## src/frame_ring_with_loop_replay_defines.svh

```systemverilog
// Assertion macros for the frame ring with loop replay.
// Included by the top level only; depends on nothing else.
`ifndef FRAME_RING_WITH_LOOP_REPLAY_DEFINES_SVH
`define FRAME_RING_WITH_LOOP_REPLAY_DEFINES_SVH

// A condition that must hold at every clock edge outside reset.
`define FRL_ASSERT_ALWAYS(label, clk, rst, cond, msg) \
  label: assert property (@(posedge clk) disable iff (rst) (cond)) else $error(msg);

// An antecedent that forces a consequence in the same cycle.
`define FRL_ASSERT_SAME(label, clk, rst, ante, cons, msg) \
  label: assert property (@(posedge clk) disable iff (rst) (ante) |-> (cons)) else $error(msg);

// An antecedent that forces a consequence in the next cycle.
`define FRL_ASSERT_NEXT(label, clk, rst, ante, cons, msg) \
  label: assert property (@(posedge clk) disable iff (rst) (ante) |=> (cons)) else $error(msg);

`endif

```

## src/frl_ram.sv

```systemverilog
// Generic single-write, single-read RAM with a registered read port.
// Stand-alone; holds no reset and depends on no package.
module frl_ram #(
  parameter int WIDTH = 128,
  parameter int DEPTH = 16
) (
  input  logic                     clk,
  input  logic                     wr_en,
  input  logic [$clog2(DEPTH)-1:0] wr_addr,
  input  logic [WIDTH-1:0]         wr_data,
  input  logic                     rd_en,
  input  logic [$clog2(DEPTH)-1:0] rd_addr,
  output logic [WIDTH-1:0]         rd_data
);

  logic [WIDTH-1:0] mem [DEPTH];

  // Write port, and registered read port.
  always_ff @(posedge clk) begin
    if (wr_en) begin
      mem[wr_addr] <= wr_data;
    end
    if (rd_en) begin
      rd_data <= mem[rd_addr];
    end
  end

endmodule

```

## config.mk

```make
export PLATFORM = sky130hd
export DESIGN_NAME = frl_ram
export DESIGN_NICKNAME = d
export VERILOG_FILES = /design/src/frame_ring_with_loop_replay_defines.svh /design/src/frl_ram.sv
export SDC_FILE = /design/constraint.sdc
export NUM_CORES = 1
export LEC_CHECK = 0
export ABC_AREA = 1
export BUFFER_PORTS_ARGS = -buffer_cell sky130_fd_sc_hd__buf_2
export CORE_ASPECT_RATIO = 0.75
export CORE_MARGIN = 10
export CORE_UTILIZATION = 45
export DETAILED_ROUTE_END_ITERATION = 8
export GPL_ROUTABILITY_DRIVEN = 0
export PLACE_DENSITY_LB_ADDON = 0.1
export SYNTH_ARGS = -nofsm -noshare
export SYNTH_HDL_FRONTEND = slang
export SYNTH_SLANG_ARGS = --single-unit
```

## constraint.sdc

```tcl
create_clock -name clk -period 8.3 [get_ports clk]
set_input_delay 1.66 -clock clk [delete_from_list [all_inputs] [get_ports clk]]
set_output_delay 1.66 -clock clk [all_outputs]
set_load 0.05 [all_outputs]
```

==> results.md <==
* Bufs and invs on worst path at 3
* Die area at 216,000 um^2
* Root buffer cell: clkbuf_16
* CP Class: input port to flip-flop
* R2R Setup Slk at 7.00 ns
* DP HPWL at 111,000 um
* Max-slew headroom at 17.9%
* Most frequent CP cell: nand3_1
* Syn Inst Count at 7,786
* Setup TNS at 0 ns
* Hold Path Class: flip-flop to flip-flop
* Cell taking the most area after synthesis: edfxtp_1
* Power density over the cells at 237 nW/um^2
* Die H at 405 um
* Skew final at 0.0292 ns
* Reg2reg end: rd_data[30]$_DFFE_PP_
* Final Max Tran Viols at 0
* Area of the multi-input gates at 18,200 um^2
* Endpoints failing hold at 0
* Largest stage delay, worst path at 0.65 ns
* Hold slack final at 0.712 ns
* Syn_nets at 7,925
* Worst flop-to-flop path startpoint: mem[6][30]$_DFFE_PP_
* Clock Latency Late Sink at 0.84 ns
* Placeable Area at 197,000 um^2
* Vias in the first global route at 53,800
* Pleak at 39.4 nW
* FF-to-FF path depth at 6
* Row Count at 141
* Synth unique cells at 15
* Top-count cell post-synth: nand2_1
* Required time worst endpoint at 8.90 ns
* Initial Utilization at 45.2%
* Grt ovf at 0
* Final Cycle Share at 45.9%
* Post-Layout Cell Count at 10,800
* Crit path capture: rd_data[5]$_DFFE_PP_
* Top-Level Pins at 267
* Fin crit period at 3.81 ns
* Placed insts at 10,300
* Final setup margin at 4.49 ns
* Synth Register Bits at 2,176
* Die width at 533 um
* Synth cell count leaders: nand2_1 (2,809), edfxtp_1 (2,176), nand3_1 (1,467)
* Post-synthesis async set-or-reset flop share at 0%
* Inserted Clock Buffers at 213
* DR vias/cell at 5.18
* Clock slew seen by the registers of the worst setup and hold paths at 0.06 ns
* TritonCTS clock tree: built
* Critical-path top delay cell: buf_12
* Setup crit start: rd_addr[0]
* Post-synth top flop: edfxtp_1
* CP Depth at 8
* Antenna violations before repair at 51
* Worst-Margin Slew at 1.23 ns
* NumNets Final at 8,058
* Remaining routing DRC violations at 0
* Max clock buf depth at 3
* First-pass detailed-route iteration total at 5
* H-Tree Depth at 4
* Post-CTS setup buffer count at 0
* Total Wirelength at 244,000 um
* Startpoint Class: input port
* Post-CTS resize count at 0
* Synth warnings at 0
* Area delta synth->final at 11.7%
* Fillers at 17,400
* Synth top area share at 73.5%
* CTS Hold Bufs at 0
* Netlist Area Pre-Place at 89,000 um^2
* GRT Util Overall at 22.1%
* # setup viols final at 0
* Seq/Total Area, Yosys at 73.5%
* Status: finished, final reports clean
* Fmax at 0.262 GHz
* Input/output buffers at 266
* Largest net degree at the start of global routing at 213
* Critical path, cell by cell: buf_8, buf_12, buf_12, nand2_1, nand3_1, nand3_1, nand3_1, nand2_1
* RSZ-0062 raised after global routing: false
* Top cells by area, synth: edfxtp_1 (73%), nand2_1 (12%), nand3_1 (8.3%)
* Critical Path End Type: flip-flop
* First-pass GRT wire length at 361,000 um
* Worst VDD drop at 227 uV
* Layout cells sized above 1 at 8.25%
* EDFF count, synth at 2,176
* Crit path max fanout at 200
* Crit path DAT at 4.41 ns
* Avg WL per Cell at 22.7 um
* Sinks on Clock Net at 2,176
* Reg area at 65,300 um^2
* Crit path max-delay family: buffers and inverters
* Vias at 55,800
* Final ANT Viol Nets at 0
* DP Worst Slack at 3.73 ns
* Post-Syn Area per Cell at 11.4 um^2
* Max cap viols at 0
* Post-layout util at 50.5%
* Drt first-iter violations at 5,301
-- per-layer routing --
layer	global-route usage (%)	wire [um]
met1	31.2	109000
met2	35.6	113000
met3	4.06	16500
met4	5.52	5390
met5	0	153
-- kinds of logic after synthesis --
family	share of synthesized area [%]
buf+inv	6.19
flops	73.5
simple gates	20.4
-- worst reg2reg max path, delay by kind of cell (launching register included) --
kind / cells / cell delay, ns
AND/OR/NAND/NOR: 6 / 0.61
flip-flops: 1 / 0.36
-- sequential cells by signal, summed over array words and instances, names as in the netlist --
register	cells
rd_data	128
mem	2048
-- worst min-delay path by stage --
stage,startpoint,cells past startpoint,endpoint
finish,mem[14][25]$_DFFE_PP_,6,rd_data[25]$_DFFE_PP_
global route,mem[12][25]$_DFFE_PP_,6,rd_data[25]$_DFFE_PP_
CTS,mem[14][25]$_DFFE_PP_,6,rd_data[25]$_DFFE_PP_
detailed placement,mem[12][58]$_DFFE_PP_,6,rd_data[58]$_DFFE_PP_
global placement,mem[10][96]$_DFFE_PP_,6,rd_data[96]$_DFFE_PP_
floorplan,mem[2][106]$_DFFE_PP_,6,rd_data[106]$_DFFE_PP_
-- power by group --
group | total, mW | switching (mW) | internal (mW)
Sequential | 12.5 | 0.0894 | 12.4
Combinational | 1.53 | 1.18 | 0.358
Clock | 9.50 | 4.13 | 5.38
Total | 23.5 | 5.39 | 18.1
-- stage by stage --
step	total power [mW]	cell area (um^2)
after global routing	24.3	99300
final	23.5	99400
after floorplan	13.7	89000
after global placement	14.2	92500
after CTS	23.7	99300
after detailed placement	14.3	92500
-- placed cells by master (no fill, tap or decap), types with 4 or more instances in the layout --
cell,Yosys,routed
bufinv_16,0,18
clkinv_1,0,52
clkinv_4,0,4
inv_6,0,6
or2_1,4,4
nand2_1,2809,2809
or2_2,20,20
clkbuf_16,0,219
nand3_1,1467,1467
inv_1,864,862
clkinv_2,0,33
buf_12,0,32
nor2_4,0,16
diode_2,0,29
buf_4,91,45
edfxtp_1,2176,2176
clkbuf_1,71,59
buf_2,227,261
-- cell type report --
class | instances | area share, %
antenna | 29 | 0.0730
clock inverter | 118 | 1.06
multi-input combinational | 4319 | 18.4
timing repair buffer | 343 | 2.37
sequential | 2176 | 65.8
tap | 2645 | 3.33
clock buffer | 278 | 5.74
inverter | 866 | 3.31
Note: power is estimated with default switching activity, not from simulation.
